`config.mk`:
```
export PLATFORM = sky130hd
export DESIGN_NAME = spike_train_coincidence_counter
export DESIGN_NICKNAME = d
export VERILOG_FILES = /design/src/hdl/stcc_pkg.sv /design/src/hdl/stcc_ram.sv /design/src/hdl/stcc_wave.sv /design/src/hdl/stcc_chan.sv /design/src/hdl/spike_train_coincidence_counter.sv
export SDC_FILE = /design/constraint.sdc
export NUM_CORES = 2
export LEC_CHECK = 0
export BUFFER_PORTS_ARGS = -buffer_cell sky130_fd_sc_hd__buf_2
export CAP_MARGIN = 40
export CORE_AREA = 2 2 408 410
export CTS_CLUSTER_DIAMETER = 120
export DETAILED_ROUTE_END_ITERATION = 16
export DIE_AREA = 0 0 410 412
export PLACE_DENSITY_LB_ADDON = 0.25
export SLEW_MARGIN = 40
export SYNTH_ARGS = -nofsm -noshare
export SYNTH_HDL_FRONTEND = slang
export SYNTH_SLANG_ARGS = --single-unit
```
`constraint.sdc`:
```
create_clock -name clk -period 28.3 [get_ports clk]
set_input_delay 4.245 -clock clk [delete_from_list [all_inputs] [get_ports clk]]
set_output_delay 4.245 -clock clk [all_outputs]
set_load 0.005 [all_outputs]
```
`src/hdl/stcc_pkg.sv`:
```
`timescale 1ns / 1ps

package stcc_pkg;

  localparam int NUM_CHANNELS_DEF = 14;
  localparam int INDEX_BITS_DEF   = 16;

  localparam int CHAN_W    = 4;
  localparam int SAMPLE_W  = 16;
  localparam int EID_W     = 32;
  localparam int CNT_W     = 16;
  localparam int CFG_W     = 16;
  localparam int CFG_IDX_W = 3;

  typedef enum logic [CFG_IDX_W-1:0] {
    CFG_WINDOW_START   = 3'd0,
    CFG_WINDOW_STOP    = 3'd1,
    CFG_STEP_THRESHOLD = 3'd2,
    CFG_MIN_SEPARATION = 3'd3,
    CFG_TRAIN_MIN      = 3'd4,
    CFG_TRAIN_MAX      = 3'd5,
    CFG_COINC_DISTANCE = 3'd6
  } cfg_reg_t;

  localparam logic [CFG_W-1:0] RST_WINDOW_START   = 16'd0;
  localparam logic [CFG_W-1:0] RST_WINDOW_STOP    = 16'd1000;
  localparam logic [CFG_W-1:0] RST_STEP_THRESHOLD = 16'd25;
  localparam logic [CFG_W-1:0] RST_MIN_SEPARATION = 16'd100;
  localparam logic [CFG_W-1:0] RST_TRAIN_MIN      = 16'd1;
  localparam logic [CFG_W-1:0] RST_TRAIN_MAX      = 16'd100;
  localparam logic [CFG_W-1:0] RST_COINC_DISTANCE = 16'd3;

  typedef struct packed {
    logic [CFG_W-1:0] window_start;
    logic [CFG_W-1:0] window_stop;
    logic [CFG_W-1:0] step_threshold;
    logic [CFG_W-1:0] min_separation;
    logic [CFG_W-1:0] train_min;
    logic [CFG_W-1:0] train_max;
    logic [CFG_W-1:0] coinc_distance;
  } cfg_t;

  // Per-channel record held in the channel memory.
  typedef struct packed {
    logic [CNT_W-1:0] events_since;
    logic [CNT_W-1:0] coinc_total;
    logic [EID_W-1:0] first_id;
    logic [EID_W-1:0] last_id;
  } chan_rec_t;

  localparam int REC_W = $bits(chan_rec_t);

  // End of one waveform, handed from the sample front end to the channel stage.
  typedef struct packed {
    logic              valid;
    logic [CHAN_W-1:0] ch;
    logic [CNT_W-1:0]  count;
    logic [EID_W-1:0]  eid;
  } wave_end_t;

  typedef struct packed {
    logic [CHAN_W-1:0] ch;
    logic [CNT_W-1:0]  spike_count;
    logic              train_found;
    logic              coinc_found;
    logic [CNT_W-1:0]  coinc_total;
    logic [EID_W-1:0]  first_id;
    logic [EID_W-1:0]  last_id;
  } result_t;

  function automatic logic [CNT_W-1:0] sat_inc(input logic [CNT_W-1:0] v);
    sat_inc = (v == {CNT_W{1'b1}}) ? v : v + 1'b1;
  endfunction

endpackage

```
`src/hdl/stcc_ram.sv`:
```
`timescale 1ns / 1ps

module stcc_ram #(
  parameter int WIDTH = 8,
  parameter int DEPTH = 16
) (
  input  logic                                      clk,
  input  logic                                      we,
  input  logic [((DEPTH > 1) ? $clog2(DEPTH) : 1)-1:0] waddr,
  input  logic [WIDTH-1:0]                          wdata,
  input  logic                                      re,
  input  logic [((DEPTH > 1) ? $clog2(DEPTH) : 1)-1:0] raddr,
  output logic [WIDTH-1:0]                          rdata
);

  logic [WIDTH-1:0] mem_r [DEPTH];
  logic [WIDTH-1:0] rdata_r;

  always_ff @(posedge clk) begin
    if (we) begin
      mem_r[waddr] <= wdata;
    end
    if (re) begin
      rdata_r <= mem_r[raddr];
    end
  end

  assign rdata = rdata_r;

endmodule

```
`src/hdl/stcc_wave.sv`:
```
`timescale 1ns / 1ps

module stcc_wave #(
  parameter int NUM_CHANNELS = 14,
  parameter int INDEX_BITS   = 16
) (
  input  logic                                  clk,
  input  logic                                  rst_n,
  input  stcc_pkg::cfg_t                        cfg,
  input  logic                                  fire,
  input  logic [stcc_pkg::CHAN_W-1:0]           channel,
  input  logic signed [stcc_pkg::SAMPLE_W-1:0]  sample,
  input  logic [INDEX_BITS-1:0]                 sample_index,
  input  logic                                  last_sample,
  input  logic [stcc_pkg::EID_W-1:0]            evt_id,
  output stcc_pkg::wave_end_t                   wave_end
);

  import stcc_pkg::*;

  localparam int SEP_W = (INDEX_BITS > CFG_W) ? INDEX_BITS : CFG_W;

  logic signed [SAMPLE_W-1:0] prev_r, prev_nxt;
  logic [INDEX_BITS-1:0]      last_hit_r, last_hit_nxt;
  logic                       hit_valid_r, hit_valid_nxt;
  logic [CNT_W-1:0]           count_r, count_nxt;

  logic                       in_range;
  logic                       in_win;
  logic [INDEX_BITS-1:0]      wstart;
  logic [INDEX_BITS-1:0]      wstop;
  logic [INDEX_BITS-1:0]      base;
  logic signed [SAMPLE_W+1:0] step_s;
  logic signed [SAMPLE_W+1:0] thr_s;
  logic                       step_hit;
  logic                       sep_ok;
  logic                       hit;
  logic [CNT_W-1:0]           count_new;

  always_comb begin
    in_range  = int'(channel) < NUM_CHANNELS;
    wstart    = INDEX_BITS'(cfg.window_start);
    wstop     = INDEX_BITS'(cfg.window_stop);
    in_win    = (sample_index > wstart) && (sample_index <= wstop);
    step_s    = {{2{sample[SAMPLE_W-1]}}, sample} - {{2{prev_r[SAMPLE_W-1]}}, prev_r};
    thr_s     = {2'b00, cfg.step_threshold};
    step_hit  = step_s > thr_s;
    base      = hit_valid_r ? last_hit_r : wstart;
    sep_ok    = (sample_index >= base) &&
                (SEP_W'(sample_index - base) >= SEP_W'(cfg.min_separation));
    hit       = in_win && step_hit && sep_ok;
    count_new = hit ? sat_inc(count_r) : count_r;
  end

  always_comb begin
    prev_nxt      = prev_r;
    last_hit_nxt  = last_hit_r;
    hit_valid_nxt = hit_valid_r;
    count_nxt     = count_r;
    if (fire && in_range) begin
      if (last_sample) begin
        prev_nxt      = '0;
        last_hit_nxt  = '0;
        hit_valid_nxt = 1'b0;
        count_nxt     = '0;
      end else begin
        prev_nxt  = sample;
        count_nxt = count_new;
        if (hit) begin
          last_hit_nxt  = sample_index;
          hit_valid_nxt = 1'b1;
        end
      end
    end
  end

  always_comb begin
    wave_end.valid = fire && in_range && last_sample;
    wave_end.ch    = channel;
    wave_end.count = count_new;
    wave_end.eid   = evt_id;
  end

  always_ff @(posedge clk) begin
    if (!rst_n) begin
      prev_r      <= '0;
      last_hit_r  <= '0;
      hit_valid_r <= 1'b0;
      count_r     <= '0;
    end else begin
      prev_r      <= prev_nxt;
      last_hit_r  <= last_hit_nxt;
      hit_valid_r <= hit_valid_nxt;
      count_r     <= count_nxt;
    end
  end

endmodule

```
`src/hdl/stcc_chan.sv`:
```
`timescale 1ns / 1ps

module stcc_chan #(
  parameter int NUM_CHANNELS = 14
) (
  input  logic                clk,
  input  logic                rst_n,
  input  stcc_pkg::cfg_t      cfg,
  input  stcc_pkg::wave_end_t req,
  output logic                ready,
  output logic                res_valid,
  input  logic                res_ready,
  output stcc_pkg::result_t   res
);

  import stcc_pkg::*;

  localparam int AW = (NUM_CHANNELS > 1) ? $clog2(NUM_CHANNELS) : 1;

  logic [AW-1:0]           req_addr;
  logic [REC_W-1:0]        ram_q;

  logic                    s1_valid_r, s1_valid_nxt;
  logic [AW-1:0]           s1_ch_r, s1_ch_nxt;
  logic [CNT_W-1:0]        s1_count_r, s1_count_nxt;
  logic [EID_W-1:0]        s1_eid_r, s1_eid_nxt;
  logic                    rd_valid_r, rd_valid_nxt;

  logic [NUM_CHANNELS-1:0] entry_valid_r, entry_valid_nxt;

  logic                    fwd_valid_r, fwd_valid_nxt;
  logic [AW-1:0]           fwd_ch_r, fwd_ch_nxt;
  chan_rec_t               fwd_rec_r, fwd_rec_nxt;

  logic                    out_valid_r, out_valid_nxt;
  result_t                 out_r, out_nxt;

  logic                    s1_go;
  chan_rec_t               rec_old;
  chan_rec_t               rec_new;
  logic                    train;
  logic                    coinc;

  assign req_addr = AW'(req.ch);

  stcc_ram #(
    .WIDTH (REC_W),
    .DEPTH (NUM_CHANNELS)
  ) u_rec_ram (
    .clk   (clk),
    .we    (s1_go),
    .waddr (s1_ch_r),
    .wdata (rec_new),
    .re    (req.valid),
    .raddr (req_addr),
    .rdata (ram_q)
  );

  always_comb begin
    s1_go = s1_valid_r && (!out_valid_r || res_ready);
    ready = !s1_valid_r || s1_go;
  end

  // The entry written on the previous commit may not yet be in the read data.
  always_comb begin
    if (fwd_valid_r && (fwd_ch_r == s1_ch_r)) begin
      rec_old = fwd_rec_r;
    end else if (rd_valid_r) begin
      rec_old = chan_rec_t'(ram_q);
    end else begin
      rec_old = '0;
    end

    train   = (s1_count_r >= cfg.train_min) && (s1_count_r <= cfg.train_max);
    coinc   = 1'b0;
    rec_new = rec_old;
    if (train) begin
      if ((rec_old.events_since != '0) && (rec_old.events_since <= cfg.coinc_distance)) begin
        coinc               = 1'b1;
        rec_new.coinc_total = sat_inc(rec_old.coinc_total);
        rec_new.last_id     = s1_eid_r;
        if (rec_old.first_id == '0) begin
          rec_new.first_id = s1_eid_r;
        end
      end
      rec_new.events_since = '0;
    end else begin
      rec_new.events_since = sat_inc(rec_old.events_since);
    end
  end

  always_comb begin
    s1_valid_nxt    = s1_valid_r;
    s1_ch_nxt       = s1_ch_r;
    s1_count_nxt    = s1_count_r;
    s1_eid_nxt      = s1_eid_r;
    rd_valid_nxt    = rd_valid_r;
    entry_valid_nxt = entry_valid_r;
    fwd_valid_nxt   = fwd_valid_r;
    fwd_ch_nxt      = fwd_ch_r;
    fwd_rec_nxt     = fwd_rec_r;
    out_valid_nxt   = out_valid_r;
    out_nxt         = out_r;

    if (res_ready) begin
      out_valid_nxt = 1'b0;
    end

    if (s1_go) begin
      s1_valid_nxt             = 1'b0;
      entry_valid_nxt[s1_ch_r] = 1'b1;
      fwd_valid_nxt            = 1'b1;
      fwd_ch_nxt               = s1_ch_r;
      fwd_rec_nxt              = rec_new;
      out_valid_nxt            = 1'b1;
      out_nxt.ch               = CHAN_W'(s1_ch_r);
      out_nxt.spike_count      = s1_count_r;
      out_nxt.train_found      = train;
      out_nxt.coinc_found      = coinc;
      out_nxt.coinc_total      = rec_new.coinc_total;
      out_nxt.first_id         = rec_new.first_id;
      out_nxt.last_id          = rec_new.last_id;
    end

    if (req.valid) begin
      s1_valid_nxt = 1'b1;
      s1_ch_nxt    = req_addr;
      s1_count_nxt = req.count;
      s1_eid_nxt   = req.eid;
      rd_valid_nxt = entry_valid_r[req_addr];
    end
  end

  always_ff @(posedge clk) begin
    if (!rst_n) begin
      s1_valid_r    <= 1'b0;
      entry_valid_r <= '0;
      fwd_valid_r   <= 1'b0;
      out_valid_r   <= 1'b0;
    end else begin
      s1_valid_r    <= s1_valid_nxt;
      entry_valid_r <= entry_valid_nxt;
      fwd_valid_r   <= fwd_valid_nxt;
      out_valid_r   <= out_valid_nxt;
    end
  end

  always_ff @(posedge clk) begin
    s1_ch_r    <= s1_ch_nxt;
    s1_count_r <= s1_count_nxt;
    s1_eid_r   <= s1_eid_nxt;
    rd_valid_r <= rd_valid_nxt;
    fwd_ch_r   <= fwd_ch_nxt;
    fwd_rec_r  <= fwd_rec_nxt;
    out_r      <= out_nxt;
  end

  assign res_valid = out_valid_r;
  assign res       = out_r;

endmodule

```
`src/hdl/spike_train_coincidence_counter.sv`:
```
`timescale 1ns / 1ps

// Counts spike steps in a sample window of each channel waveform and tracks trains and
// coincidences per channel. One sample transaction is taken every clock cycle unless the
// input stalls; the end of a waveform is registered in the channel stage, its result then
// in an output register, where it waits, so input flow stops only while that register and
// the channel stage are both full. The per-channel records live in one memory with a
// registered read, updated by a read-modify-write in the channel stage with forwarding of
// the latest write; per-entry valid bits cleared by reset stand in for zeroing it, so the
// block is ready straight after reset. Samples of a channel number at or above NUM_CHANNELS
// are dropped without effect.

module spike_train_coincidence_counter #(
  parameter int NUM_CHANNELS = stcc_pkg::NUM_CHANNELS_DEF,
  parameter int INDEX_BITS   = stcc_pkg::INDEX_BITS_DEF
) (
  input  logic                                 clk,
  input  logic                                 rst_n,

  input  logic                                 in_valid,
  output logic                                 in_ready,
  input  logic [stcc_pkg::CHAN_W-1:0]          in_channel,
  input  logic signed [stcc_pkg::SAMPLE_W-1:0] in_sample,
  input  logic [INDEX_BITS-1:0]                in_sample_index,
  input  logic                                 in_last_sample,
  input  logic [stcc_pkg::EID_W-1:0]           in_event_id,

  output logic                                 out_valid,
  input  logic                                 out_ready,
  output logic [stcc_pkg::CHAN_W-1:0]          out_channel,
  output logic [stcc_pkg::CNT_W-1:0]           out_spike_count,
  output logic                                 out_train_found,
  output logic                                 out_coincidence_found,
  output logic [stcc_pkg::CNT_W-1:0]           out_coincidence_total,
  output logic [stcc_pkg::EID_W-1:0]           out_first_coinc_event,
  output logic [stcc_pkg::EID_W-1:0]           out_last_coinc_event,

  input  logic                                 cfg_valid,
  output logic                                 cfg_ready,
  input  logic [stcc_pkg::CFG_IDX_W-1:0]       cfg_index,
  input  logic [stcc_pkg::CFG_W-1:0]           cfg_data
);

  import stcc_pkg::*;

  cfg_t      cfg_r, cfg_nxt;
  logic      in_fire;
  wave_end_t wave_end;
  result_t   res;

  assign cfg_ready = 1'b1;
  assign in_fire   = in_valid && in_ready;

  always_comb begin
    cfg_nxt = cfg_r;
    if (cfg_valid && cfg_ready) begin
      case (cfg_reg_t'(cfg_index))
        CFG_WINDOW_START:   cfg_nxt.window_start   = cfg_data;
        CFG_WINDOW_STOP:    cfg_nxt.window_stop    = cfg_data;
        CFG_STEP_THRESHOLD: cfg_nxt.step_threshold = cfg_data;
        CFG_MIN_SEPARATION: cfg_nxt.min_separation = cfg_data;
        CFG_TRAIN_MIN:      cfg_nxt.train_min      = cfg_data;
        CFG_TRAIN_MAX:      cfg_nxt.train_max      = cfg_data;
        CFG_COINC_DISTANCE: cfg_nxt.coinc_distance = cfg_data;
        default: begin
        end
      endcase
    end
  end

  always_ff @(posedge clk) begin
    if (!rst_n) begin
      cfg_r.window_start   <= RST_WINDOW_START;
      cfg_r.window_stop    <= RST_WINDOW_STOP;
      cfg_r.step_threshold <= RST_STEP_THRESHOLD;
      cfg_r.min_separation <= RST_MIN_SEPARATION;
      cfg_r.train_min      <= RST_TRAIN_MIN;
      cfg_r.train_max      <= RST_TRAIN_MAX;
      cfg_r.coinc_distance <= RST_COINC_DISTANCE;
    end else begin
      cfg_r <= cfg_nxt;
    end
  end

  stcc_wave #(
    .NUM_CHANNELS (NUM_CHANNELS),
    .INDEX_BITS   (INDEX_BITS)
  ) u_wave (
    .clk          (clk),
    .rst_n        (rst_n),
    .cfg          (cfg_r),
    .fire         (in_fire),
    .channel      (in_channel),
    .sample       (in_sample),
    .sample_index (in_sample_index),
    .last_sample  (in_last_sample),
    .evt_id       (in_event_id),
    .wave_end     (wave_end)
  );

  stcc_chan #(
    .NUM_CHANNELS (NUM_CHANNELS)
  ) u_chan (
    .clk       (clk),
    .rst_n     (rst_n),
    .cfg       (cfg_r),
    .req       (wave_end),
    .ready     (in_ready),
    .res_valid (out_valid),
    .res_ready (out_ready),
    .res       (res)
  );

  assign out_channel           = res.ch;
  assign out_spike_count       = res.spike_count;
  assign out_train_found       = res.train_found;
  assign out_coincidence_found = res.coinc_found;
  assign out_coincidence_total = res.coinc_total;
  assign out_first_coinc_event = res.first_id;
  assign out_last_coinc_event  = res.last_id;

`ifndef SYNTHESIS
  a_stall_only_when_full: assert property (@(posedge clk) disable iff (!rst_n)
    !in_ready |-> out_valid)
    else $error("input stalled while the output register was empty");

  a_channel_in_range: assert property (@(posedge clk) disable iff (!rst_n)
    out_valid |-> (int'(out_channel) < NUM_CHANNELS))
    else $error("result transaction for a channel out of range");

  a_coinc_needs_train: assert property (@(posedge clk) disable iff (!rst_n)
    (out_valid && out_coincidence_found) |->
      (out_train_found && (out_coincidence_total != '0)))
    else $error("coincidence reported without a train or a counted total");
`endif

endmodule

```
==> results.json <==
{
  "worst-endpoint-required_ns": 24.05,
  "die_area_sq_mm": 0.169,
  "cp-end-kind": "primary output",
  "r2r_start": "u_chan.s1_ch_r[1]",
  "synth_seq_cells": 1789,
  "via_count": 39400,
  "timing.final.crit_share_pct": 31.8,
  "worstSetupStartpoint": "out_ready",
  "max-vdd-ir-drop_v": 0.0000675,
  "hold_ws_ns": 0.455,
  "groute.usage.overall_pct": 21.9,
  "status": "finished clean",
  "globalRoute.totalOverflow": 0,
  "seq_area_frac_synth_pct": 70.7,
  "synth-edff-count": 1611,
  "num-fill-cells": 13300,
  "netlist_area_sq_mm": 0.0735,
  "port_buffers": 196,
  "layout.nets": 4731,
  "cp.arrival_ns": 4.75,
  "worstMarginPinSlew_ns": 0.876,
  "synthesized_area_per_cell_sq_um": 17.1,
  "mappedNetlistNets": 4534,
  "ctsHtreeMaxLevel": 4,
  "hold_violations": 0,
  "root_buffer": "clkbuf_16",
  "firstDrtPassIters": 7,
  "min_to": "cfg_r[40]",
  "dr.first_iter.drc_count": 3832,
  "synth_top_area_share_pct": 65.8,
  "final_period_minus_worst_setup_slack_ns": 8.99,
  "worstHoldStart": "cfg_r[40]",
  "grt_pass1_wl_um": 270000,
  "detail_route.wl_per_cell_um": 27.2,
  "rr_endpoint": "u_chan.u_rec_ram.mem_r[6][64]",
  "drive_gt1_share_pct": 24.9,
  "cap_viol_max_count": 0,
  "cts_inserted_buffers": 185,
  "rsz0062_at_grt": "no",
  "hold_class": "register to register",
  "clock_sinks": 1789,
  "synthesis.yosys.warnings": 0,
  "min_delay_path_depth": 2,
  "regArea_sq_mm": 0.0519,
  "finalClockSkew_ns": 0.0690,
  "syn2layout_area_growth_pct": 13.4,
  "critical_path.max_fanout": 4,
  "total_leakage_power_nw": 27.4,
  "power-per-cell-area_mw_per_mm2": 67.7,
  "number_of_antenna_violations_at_the_first_check_in_global_routing": 4,
  "die-height_um": 412,
  "clkLatencyLatePin_ns": 0.82,
  "slew_violations": 0,
  "core-area_sq_mm": 0.164,
  "dominantRegCellSynth": "edfxtp_1",
  "post_cts.resized_instances": 0,
  "post_cts.repair.setup_buffers": 0,
  "clk_path_buf_depth": 3,
  "cts_hold_buf": 0,
  "cts.clk_slew.worst_paths_ns": 0.06,
  "routed_antenna_nets": 0,
  "io_pins": 198,
  "reg2reg_setup_slack_ns": 21.23,
  "synthDistinctLibCells": 80,
  "detail_route.drc_violations": 0,
  "rr_worst_depth": 17,
  "floorplan.rows": 149,
  "area_of_the_multi_input_gates_sq_mm": 0.0199,
  "synth_top_cell_by_area": "edfxtp_1",
  "starting_density_of_the_core_pct": 44.7,
  "gpl.final_weighted_congestion": 0.847,
  "grt_pass1_vias": 39700,
  "dp_hpwl_um": 107000,
  "finalSetupViolCount": 0,
  "critPathKind": "primary input to primary output",
  "critPathLaunchType": "primary input",
  "async_reset_ff_share_pct": 0,
  "tritoncts_clock_tree": "done",
  "totalPowerFinal_mw": 5.64,
  "detail_route.wirelength_um": 186000,
  "dieWidth_um": 410,
  "relSlewSlack_pct": 41.6,
  "maxClockFrequency_mhz": 111,
  "grt_start_max_net_pins": 101,
  "fin_tns_setup_ns": 0,
  "avgViaCountPerCell": 5.77,
  "synth_top_cells_by_area": "edfxtp_1 66%, mux4_2 12%, dfxtp_1 4.9%",
  "synthCells": 4291
}
state kept, by name (all words and copies together), names as in the netlist, 4 cells and up:
register,cells
u_chan.entry_valid_r,14
cfg_r,112
u_chan.fwd_rec_r,96
u_chan.u_rec_ram.mem_r,1344
u_wave.count_r,16
u_chan.u_rec_ram.rdata,96
u_chan.res,18
u_wave.last_hit_r,16
u_wave.prev_r,16
u_chan.fwd_ch_r,4
u_chan.s1_eid_r,32
u_chan.s1_ch_r,4
u_chan.s1_count_r,16
cells in the mapped netlist (41+ instances only):
cell      instances
and3_1           72
a21oi_1         267
clkbuf_1        145
inv_1           186
nor2_1          158
dfxtp_1         178
a211oi_1         41
nand3_1          59
edfxtp_1       1611
o21ai_0          56
mux4_2          387
mux2_2          100
nand2_1         320
ha_1            148
buf_4            83
worst max path at each step:
stage,endpoint,slack (ns),depth (start not counted)
3_5_place_dp,u_wave.count_r[7],18.96,21
5_1_grt,in_ready,19.21,4
6_report,in_ready,19.31,4
2_1_floorplan,u_chan.u_rec_ram.mem_r[12][0],13.95,5
3_3_place_gp,u_wave.last_hit_r[0],18.97,20
4_1_cts,in_ready,19.30,4
critical path, cell delays in order:
cell	delay, ns
buf_2	0.10
nor2b_1	0.14
nand2_1	0.12
buf_2	0.15
per-layer routing:
layer / track usage (%) / wire length [um] / vias to the layer above
li1: - / - / 17200
met1: 29.0 / 75900 / 20600
met2: 37.9 / 94300 / 1344
met3: 3.28 / 11100 / 269
met4: 5.93 / 4620 / 4
met5: 0 / 21 / -
layout make-up:
cell class,count,share of cell area (%)
antenna,1,0.00300
clock buffer,249,6.01
clock inverter,92,1.07
inverter,188,0.865
multi-input combinational,2034,23.9
sequential,1789,62.4
tap,2189,3.29
timing repair buffer,290,2.48
power by group:
part | internal [mW] | switching [mW] | total, mW
combinational | 0.126 | 0.208 | 0.334
sequential | 2.93 | 0.0187 | 2.95
clock | 1.34 | 1.02 | 2.36
kinds of logic after synthesis:
| family | count (synthesis) | synth area share, % |
|---|---|---|
| DFF | 1789 | 70.7 |
| and+or+nand+nor | 779 | 5.02 |
| AOI/OAI and AO/OA | 532 | 4.36 |
| muxes | 513 | 13.8 |
| buffers and inverters | 468 | 2.87 |
| adders and majority gates | 150 | 2.58 |
| xor gates and xnor gates | 59 | 0.703 |
| other | 1 | 0.00510 |
layout by cell type (no fill, tap or decap), drive strengths merged, types with 18 or more instances in the layout:
cell	instances
a211oi	41
mux2	102
a21o	23
nand2	322
dfxtp	178
nor2b	18
o211ai	28
edfxtp	1611
mux4	387
nand4	37
buf	290
and3	72
clkinv	71
nor4	31
nand3	59
xor2	30
nor3	25
xnor2	29
o21ai	58
nor2	159
o22ai	32
inv	194
ha	148
a21oi	267
clkbuf	249
mux2i	24
a31oi	24
per-stage QoR:
step                utilization, %  std cells  cell area (sq um)  setup slack, ns
floorplan                        -       4291              73500            13.95
global route                  50.7       6831              83300            19.21
finish                        50.7       6832              83300            19.31
global placement              46.6       6469              76600            18.97
CTS                           50.6       6828              83100            19.30
detailed placement            47.0       6487              77200            18.96
Power figures use the tool's default switching activity.
